$ cat src/hw/rtl/spq_pkg.sv
// Shared types and constants for the sorted priority queue.
`timescale 1ns / 1ps
`default_nettype none

package spq_pkg;

    // Store depth and the widths that follow from it
    localparam int DEPTH = 16;
    localparam int CNT_W = $clog2(DEPTH + 1);

    // Request codes
    typedef enum logic [1:0] {
        REQ_INSERT = 2'd0,
        REQ_REMOVE = 2'd1,
        REQ_FIND   = 2'd2
    } req_t;

    // One request item
    typedef struct packed {
        logic [1:0]         req_type;
        logic signed [31:0] item_value;
    } in_item_t;

    // One result item
    typedef struct packed {
        logic               hit;
        logic [3:0]         position;
        logic               overflow;
        logic signed [31:0] head_value;
        logic               head_valid;
        logic [4:0]         entry_count;
    } out_item_t;

endpackage

`default_nettype wire

$ cat src/hw/rtl/spq_cells.sv
// Sorted cell array: parallel compare, one-step shift and result build.
`timescale 1ns / 1ps
`default_nettype none

module spq_cells (
    input  wire logic              clk,
    input  wire logic              rst_n,
    input  wire logic              commit,
    input  wire spq_pkg::in_item_t req,
    output spq_pkg::out_item_t     result
);

    logic signed [31:0]             cells_reg [spq_pkg::DEPTH];
    logic signed [31:0]             cells_next [spq_pkg::DEPTH];
    logic signed [31:0]             shift_up [spq_pkg::DEPTH];
    logic signed [31:0]             shift_down [spq_pkg::DEPTH];
    logic [spq_pkg::CNT_W-1:0]      count_reg;
    logic [spq_pkg::CNT_W-1:0]      count_next;
    logic [spq_pkg::DEPTH-1:0]      ge_vec;
    logic [spq_pkg::DEPTH-1:0]      gt_vec;
    logic [spq_pkg::DEPTH-1:0]      eq_vec;
    logic [spq_pkg::CNT_W-1:0]      n_ge;
    logic [spq_pkg::CNT_W-1:0]      n_gt;
    logic                           full;
    logic                           found;
    logic                           do_ins;
    logic                           do_rem;
    logic                           res_hit;
    logic [3:0]                     res_position;
    logic                           res_overflow;
    logic signed [31:0]             res_head_value;
    logic                           res_head_valid;
    logic [4:0]                     res_entry_count;

    // Neighbor views of the array for the shift in either direction
    always_comb
    begin
        shift_up[0] = cells_reg[0];
        for (int i = 1; i < spq_pkg::DEPTH; i++)
        begin
            shift_up[i] = cells_reg[i-1];
        end
        shift_down[spq_pkg::DEPTH-1] = cells_reg[spq_pkg::DEPTH-1];
        for (int i = 0; i < spq_pkg::DEPTH - 1; i++)
        begin
            shift_down[i] = cells_reg[i+1];
        end
    end

    // Compare every occupied cell against the key at once
    always_comb
    begin
        for (int i = 0; i < spq_pkg::DEPTH; i++)
        begin
            ge_vec[i] = (spq_pkg::CNT_W'(i) < count_reg) && (cells_reg[i] >= req.item_value);
            gt_vec[i] = (spq_pkg::CNT_W'(i) < count_reg) && (cells_reg[i] > req.item_value);
            eq_vec[i] = (spq_pkg::CNT_W'(i) < count_reg) && (cells_reg[i] == req.item_value);
        end
        // Sorted descending, so both greater masks are prefixes
        n_ge  = spq_pkg::CNT_W'($countones(ge_vec));
        n_gt  = spq_pkg::CNT_W'($countones(gt_vec));
        full  = (count_reg == spq_pkg::CNT_W'(spq_pkg::DEPTH));
        found = |eq_vec;
    end

    // Decode the request and build the result fields
    always_comb
    begin
        do_ins       = 1'b0;
        do_rem       = 1'b0;
        res_hit      = 1'b0;
        res_position = 4'd0;
        res_overflow = 1'b0;
        case (req.req_type)
            spq_pkg::REQ_INSERT:
            begin
                if (full)
                begin
                    res_overflow = 1'b1;
                end
                else
                begin
                    do_ins       = 1'b1;
                    res_hit      = 1'b1;
                    res_position = n_ge[3:0];
                end
            end
            spq_pkg::REQ_REMOVE:
            begin
                if (found)
                begin
                    do_rem       = 1'b1;
                    res_hit      = 1'b1;
                    res_position = n_gt[3:0];
                end
            end
            spq_pkg::REQ_FIND:
            begin
                if (found)
                begin
                    res_hit      = 1'b1;
                    res_position = n_gt[3:0];
                end
            end
            default:
            begin
                res_hit = 1'b0;
            end
        endcase
    end

    // Open a slot for an insert or close the gap of a remove
    always_comb
    begin
        count_next = count_reg;
        if (do_ins)
        begin
            count_next = count_reg + 1'b1;
        end
        else if (do_rem)
        begin
            count_next = count_reg - 1'b1;
        end
        for (int i = 0; i < spq_pkg::DEPTH; i++)
        begin
            cells_next[i] = cells_reg[i];
            if (do_ins)
            begin
                if (spq_pkg::CNT_W'(i) == n_ge)
                begin
                    cells_next[i] = req.item_value;
                end
                else if (spq_pkg::CNT_W'(i) > n_ge)
                begin
                    cells_next[i] = shift_up[i];
                end
            end
            else if (do_rem)
            begin
                if (spq_pkg::CNT_W'(i) >= n_gt)
                begin
                    cells_next[i] = shift_down[i];
                end
            end
        end
        res_head_valid  = (count_next != '0);
        res_head_value  = (count_next != '0) ? cells_next[0] : 32'sd0;
        res_entry_count = 5'(count_next);
    end

    // Pack the result fields
    assign result = '{
        hit:         res_hit,
        position:    res_position,
        overflow:    res_overflow,
        head_value:  res_head_value,
        head_valid:  res_head_valid,
        entry_count: res_entry_count
    };

    // Hold the cell contents
    always_ff @(posedge clk)
    begin
        if (commit)
        begin
            cells_reg <= cells_next;
        end
    end

    // Hold the fill count
    always_ff @(posedge clk or negedge rst_n)
    begin
        if (!rst_n)
        begin
            count_reg <= '0;
        end
        else if (commit)
        begin
            count_reg <= count_next;
        end
    end

    a_count_bound: assert property (@(posedge clk) disable iff (!rst_n)
        count_reg <= spq_pkg::CNT_W'(spq_pkg::DEPTH))
        else $error("fill count above depth");

    a_insert_grows: assert property (@(posedge clk) disable iff (!rst_n)
        commit && (req.req_type == spq_pkg::REQ_INSERT) && !full
        |=> count_reg == $past(count_reg) + 1'b1)
        else $error("accepted insert did not grow the store");

    a_find_keeps: assert property (@(posedge clk) disable iff (!rst_n)
        commit && (req.req_type == spq_pkg::REQ_FIND)
        |=> count_reg == $past(count_reg))
        else $error("find changed the fill count");

    a_overflow_only_full: assert property (@(posedge clk) disable iff (!rst_n)
        res_overflow |-> full && !res_hit)
        else $error("overflow without a full store");

endmodule

`default_nettype wire

$ cat src/hw/rtl/sorted_priority_queue.sv
// Top level of the sorted priority queue with its input and result registers.
`timescale 1ns / 1ps
`default_nettype none

// Sorted priority queue of up to 16 signed 32-bit values, largest at the
// head. Each request (insert, remove first equal, find) gives exactly one
// result carrying hit, position, overflow and the head value, head valid
// flag and entry count after the request. A request is registered on entry,
// then resolved by a parallel compare of all cells against the key and a
// one-step shift of the array, and the result is registered on exit; one
// request per cycle is sustained as long as results are taken. A full store
// refuses an insert and flags overflow; an equal value is placed after its
// equals.

module sorted_priority_queue (
    input  wire logic              clk,
    input  wire logic              rst_n,
    input  wire logic              in_valid,
    output logic                   in_stall,
    input  wire spq_pkg::in_item_t in_data,
    output logic                   out_valid,
    input  wire logic              out_stall,
    output spq_pkg::out_item_t     out_data
);

    logic                in_valid_reg;
    spq_pkg::in_item_t   in_data_reg;
    logic                out_valid_reg;
    spq_pkg::out_item_t  out_data_reg;
    spq_pkg::out_item_t  result;
    logic                advance;
    logic                in_xfer;

    // Move the held request on when the result slot is free or draining
    assign advance  = in_valid_reg && (!out_valid_reg || !out_stall);
    assign in_stall = in_valid_reg && !advance;
    assign in_xfer  = in_valid && !in_stall;

    spq_cells u_cells (
        .clk    (clk),
        .rst_n  (rst_n),
        .commit (advance),
        .req    (in_data_reg),
        .result (result)
    );

    // Input register: load on transfer, drop when advanced
    always_ff @(posedge clk or negedge rst_n)
    begin
        if (!rst_n)
        begin
            in_valid_reg <= 1'b0;
        end
        else if (in_xfer)
        begin
            in_valid_reg <= 1'b1;
        end
        else if (advance)
        begin
            in_valid_reg <= 1'b0;
        end
    end

    always_ff @(posedge clk)
    begin
        if (in_xfer)
        begin
            in_data_reg <= in_data;
        end
    end

    // Result register: load on advance, drop once taken
    always_ff @(posedge clk or negedge rst_n)
    begin
        if (!rst_n)
        begin
            out_valid_reg <= 1'b0;
        end
        else if (advance)
        begin
            out_valid_reg <= 1'b1;
        end
        else if (!out_stall)
        begin
            out_valid_reg <= 1'b0;
        end
    end

    always_ff @(posedge clk)
    begin
        if (advance)
        begin
            out_data_reg <= result;
        end
    end

    assign out_valid = out_valid_reg;
    assign out_data  = out_data_reg;

endmodule

`default_nettype wire

$ cat config.mk
export PLATFORM = sky130hd
export DESIGN_NAME = sorted_priority_queue
export DESIGN_NICKNAME = d
export VERILOG_FILES = /design/src/hw/rtl/spq_pkg.sv /design/src/hw/rtl/spq_cells.sv /design/src/hw/rtl/sorted_priority_queue.sv
export SDC_FILE = /design/constraint.sdc
export NUM_CORES = 2
export LEC_CHECK = 0
export BUFFER_PORTS_ARGS = -buffer_cell sky130_fd_sc_hd__clkbuf_2
export CORE_MARGIN = 2
export CORE_UTILIZATION = 50
export DETAILED_ROUTE_END_ITERATION = 7
export PLACE_DENSITY_LB_ADDON = 0.25
export SLEW_MARGIN = 10
export SYNTH_ARGS = -nofsm -noshare
export SYNTH_HDL_FRONTEND = slang
export SYNTH_SLANG_ARGS = --single-unit
$ cat constraint.sdc
create_clock -name clk -period 27.6 [get_ports clk]
set_clock_uncertainty 0.05 [all_clocks]
set_input_delay 6.9 -clock clk [delete_from_list [all_inputs] [get_ports clk]]
set_output_delay 6.9 -clock clk [all_outputs]
set_load 0.05 [all_outputs]
-- Word level (Yosys, flattened, before mapping)
Index checks and enable logic that the tools add are counted.
- add/sub/neg operators: 32
- magnitude comparators: 78
- equality and inequality tests: 49
- muxes and demuxes: 91
- reduce and logical (&&, ||, !) cells: 93
- operators with widths (operator ; number):
    2-to-1 mux 32 bit ; 76
    equality test 32 bit ; 16
    >= comparator 32 bit ; 16
    > comparator 32 bit ; 16
    adder 5 bit ; 14
    AND reduction 4 bit ; 14
    logical AND 1 bit ; 51
    != test 3 bit (second input constant) ; 14
    equality test 4 x 5 -> 1 bit (first input constant) ; 8
    > comparator 4 x 5 -> 1 bit (first input constant) ; 8
    less-than comparator 4 x 5 -> 1 bit (first input constant) ; 8
    >= comparator 4 x 5 -> 1 bit (first input constant) ; 7
    nonzero test 2 bit ; 17
    adder 1 x 1 -> 2 bit ; 16
    equality test 3 x 5 -> 1 bit (first input constant) ; 4
    >= comparator 3 x 5 -> 1 bit (first input constant) ; 4
    > comparator 3 x 5 -> 1 bit (first input constant) ; 4
    less-than comparator 3 x 5 -> 1 bit (first input constant) ; 4
    OR reduction 16 bit ; 1
    equality test 2 x 5 -> 1 bit (first input constant) ; 2
    >= comparator 1 x 5 -> 1 bit (first input constant) ; 2
    >= comparator 2 x 5 -> 1 bit (first input constant) ; 2
    > comparator 2 x 5 -> 1 bit (first input constant) ; 2
    less-than comparator 1 x 5 -> 1 bit (first input constant) ; 2
    21 further kinds ; 35
- register bits: 597
- input bits: 38
- output and inout port bits: 46

-- Depth between registers and ports, before layout
- word-level depth: 10
- gate-level depth with buffers: 33
- depth with buffers taken out: 30

-- Modules after synthesis
Synthesis repeated with hierarchy kept, for this count alone.
- cells, all modules: 4279
- area, all modules: 42034.1 µm²
- modules (own cells, without submodules) (module ; times used ; cells an instance ; area each (µm²)):
    spq_cells ; 1 ; 4193 ; 39599.2
    sorted_priority_queue ; 1 ; 86 ; 2434.8

-- Worst setup path before layout
Ideal clock, no wire load.
- path kind: input-to-output
- start: in out_stall
- end: out in_stall
- arrival: 7.337 ns
- path slack: 13.313 ns
- cell stages on the path: 2
- buffers on the path: 0
- path through: nand3_1 -> inv_1
- word-level cells in the longest chain between the ends: 5
- ends and longest elaborated chain (what ; RTL line ; source):
    start: declaration ; sorted_priority_queue.sv:22 ; input wire logic out_stall,
    zero test 1 bit ; -- ;
    logical OR 1 bit ; sorted_priority_queue.sv:35 ; assign advance = in_valid_reg && (!out_valid_reg || !out_stall);
    logical AND 1 bit ; sorted_priority_queue.sv:35 ;
    zero test 1 bit ; sorted_priority_queue.sv:36 ; assign in_stall = in_valid_reg && !advance;
    logical AND 1 bit ; sorted_priority_queue.sv:36 ;
    end: declaration ; sorted_priority_queue.sv:19 ; output logic in_stall,
Every way passes these cells.

-- Final worst setup path
Same ends and word-level chain as after synthesis.

==> flow_summary.toml <==
[placement]
io_buffers = 83
placed_cells = 5421
post-dp-hpwl_mm = 95.08
gp_congestion = 0.9555

[run_status]
status = "complete, no violations"

[logic_synthesis]
synth_cells = 4440
async_flop_share_pct = 1.173
synth_fa_ha_area_share_pct = 17.40
synth-simple-area-share_pct = 14.15
synthFlopType = "edfxtp_1"
syn-cell-area_sq_mm = 0.04165
synth_cell_type_count = 70
seq_area_frac_synth_pct = 42.96
synth.avg_cell_area_sq_um = 9.381
synth_edf_count = 590
synth_top_family_by_area = "compound AO/OA/AOI/OAI gates"
ys_ff_latch = 597
synth.area.mux_share_pct = 2.043
synth-compound-area-share_pct = 19.69
yosysWarnings = 0
synthXorXnorAreaFrac_pct = 0.1262
synthesis.nets = 5044

[clock_tree]
cts_hold_buffers = 0
clock_latency_ns = 0.64
clk_pin_slew_ns = 0.06
cts_tree = "built"
cts_setup_buffers = 0
cts_resized = 0
cts_sinks = 597
cts-root-buf = "clkbuf_16"
cts_buffers = 71
h-tree-depth = 3
clk_path_buf_depth = 3

[die]
core_sq_mm = 0.08224
initial_core_util_pct = 50.65
die_h_um = 292.6
die_w_um = 292.6
rows = 105
fp.dieArea_sq_mm = 0.08563
num_io_pins = 84

[final_layout]
diodes = 0
area_growth_pct = 9.009
regArea_sq_mm = 0.01789
nets = 5028
fillers = 7406
drive_gt1_share_pct = 7.484
largest_reg_flops = 512
multi_input_comb_area_sq_mm = 0.02250
fin_cells = 5546

[global_routing]
antenna_found_initial = 2
grt_first_pass_wirelength_mm = 194.5
grt_pass1_vias = 32280
grt_usage_pct = 29.64
grt_max_degree = 269
overflow = 0

[timing]
rsz0062_at_grt = "false"
tightest_slew_ns = 1.204
period_minus_slack_ns = 14.41
fin_crit_sh_pct = 52.23
finalSetupViolCount = 0
maxSlewHeadroom_pct = 19.72
tns_ns = 0
max_freq_ghz = 0.06937
finalMaxSlewViolations = 0
hold_viol_final = 0

[worst_hold_path]
worstHoldStart = "in_valid_reg"
hold_class = "reg -> reg"

[drt]
drt-initial-drc-count = 3746
num_vias = 33970
drtAntennaViolNets = 0
firstDrtPassIters = 6
wire_per_inst_um = 23.18
wirelength_mm = 128.6
drcViolationCount = 0
via_per_inst = 6.124

[worst_setup_path]
endpoint_kind = "primary output"
crit_fanout = 3
crit_type = "in -> out"
reg2reg_from = "in_data_reg[3]"
startpoint = "out_stall"
worstPathRequired_ns = 20.65
critPathLaunchType = "input pin"
cp.arrival_ns = 7.46

[run]
max_cap_viol_count = 0
## cell usage after synthesis (all sizes together), types with 13 or more instances
| cell | number | area (sq um) |
|---|---|---|
| nor4 | 16 | 121.4 |
| fa | 22 | 440.4 |
| buf | 17 | 81.33 |
| nor2 | 512 | 1922 |
| ha | 544 | 6807 |
| a21oi | 531 | 2661 |
| mux2 | 32 | 360.4 |
| nand4 | 130 | 813.3 |
| nor2b | 26 | 162.7 |
| a21o | 215 | 1614 |
| a21boi | 34 | 255.3 |
| nor3 | 22 | 115.1 |
| nand2 | 574 | 2157 |
| nand2b | 14 | 87.58 |
| clkbuf | 235 | 882.1 |
| a22o | 30 | 262.8 |
| a31oi | 38 | 237.7 |
| edfxtp | 590 | 17720 |
| o21ai | 466 | 2332 |
| o21a | 13 | 97.59 |
| mux2i | 49 | 490.5 |
| o221ai | 15 | 131.4 |
| nand3 | 45 | 225.2 |
| inv | 147 | 551.8 |
## routing by layer
| layer | up-vias | GRT usage [%] | share of wire [%] |
|---|---|---|---|
| met2 | 1327 | 45.17 | 43 |
| li1 | 16290 | - | - |
| met3 | 231 | 4.849 | 7.6 |
| met4 | 2 | 12.51 | 4.5 |
| met1 | 16120 | 41.91 | 44 |
| met5 | - | 0 | 0.010 |
## cells by family (layout without fill, tap and decap cells)
kind of cell             count (synthesis)  after routing
adder cells (fa/ha/maj)                566            566
flip-flops                             597            597
AO/OA/AOI/OAI                         1414           1414
XOR/XNOR                                 6              6
multiplexers                            81             81
buffers and inverters                  399            435
AND/OR/NAND/NOR                       1377           1377
## stage by stage
step                cell area, sq um  util, %  setup slack, ns  hold WS, ns
finish                         45400    55.21            13.19       0.4498
global route                   45400    55.21            13.16       0.4634
detailed placement             43310    52.66            13.20       0.4345
floorplan                      41650        -            13.31       0.4074
global placement               43310    52.66            13.20       0.4338
CTS                            45400    55.21            13.19       0.4519
## worst max-delay path, stage by stage
cell      delay [ns]
clkbuf_2        0.09
nand3_1         0.12
inv_1           0.08
clkbuf_2        0.27
## path summary, 6_finish.rpt
check	end	slack, ns	cells past startpoint
worst max-delay path	in_stall	13.19	4
worst min-delay path	out_valid	0.45	1
worst max register to register	out_data[15]	17.66	30
worst min register to register	out_valid	0.45	1
max in group asynchronous	out_valid	21.26	1
min in group asynchronous	u_cells.count_reg[1]	6.05	1
## cell type report
type | instances | area share (%)
inverters | 147 | 1.218
well taps | 1070 | 2.949
repair buffers | 163 | 2.265
multi-input cells | 3444 | 49.55
clock buffers | 88 | 4.054
clock inverters | 37 | 0.5594
flip-flops and latches | 597 | 39.41
## placed cells by master (no fill, tap or decap), drive strengths merged, types with 80 or more instances in the layout
cell type	n
nand2	574
a21oi	531
edfxtp	590
clkbuf	171
nand4	130
buf	80
inv	151
ha	544
a21o	215
o21ai	466
nor2	512
Power is left out: the tool's default activity adds up to more than one toggle a clock period on the data nets, which glitch-free logic cannot reach.
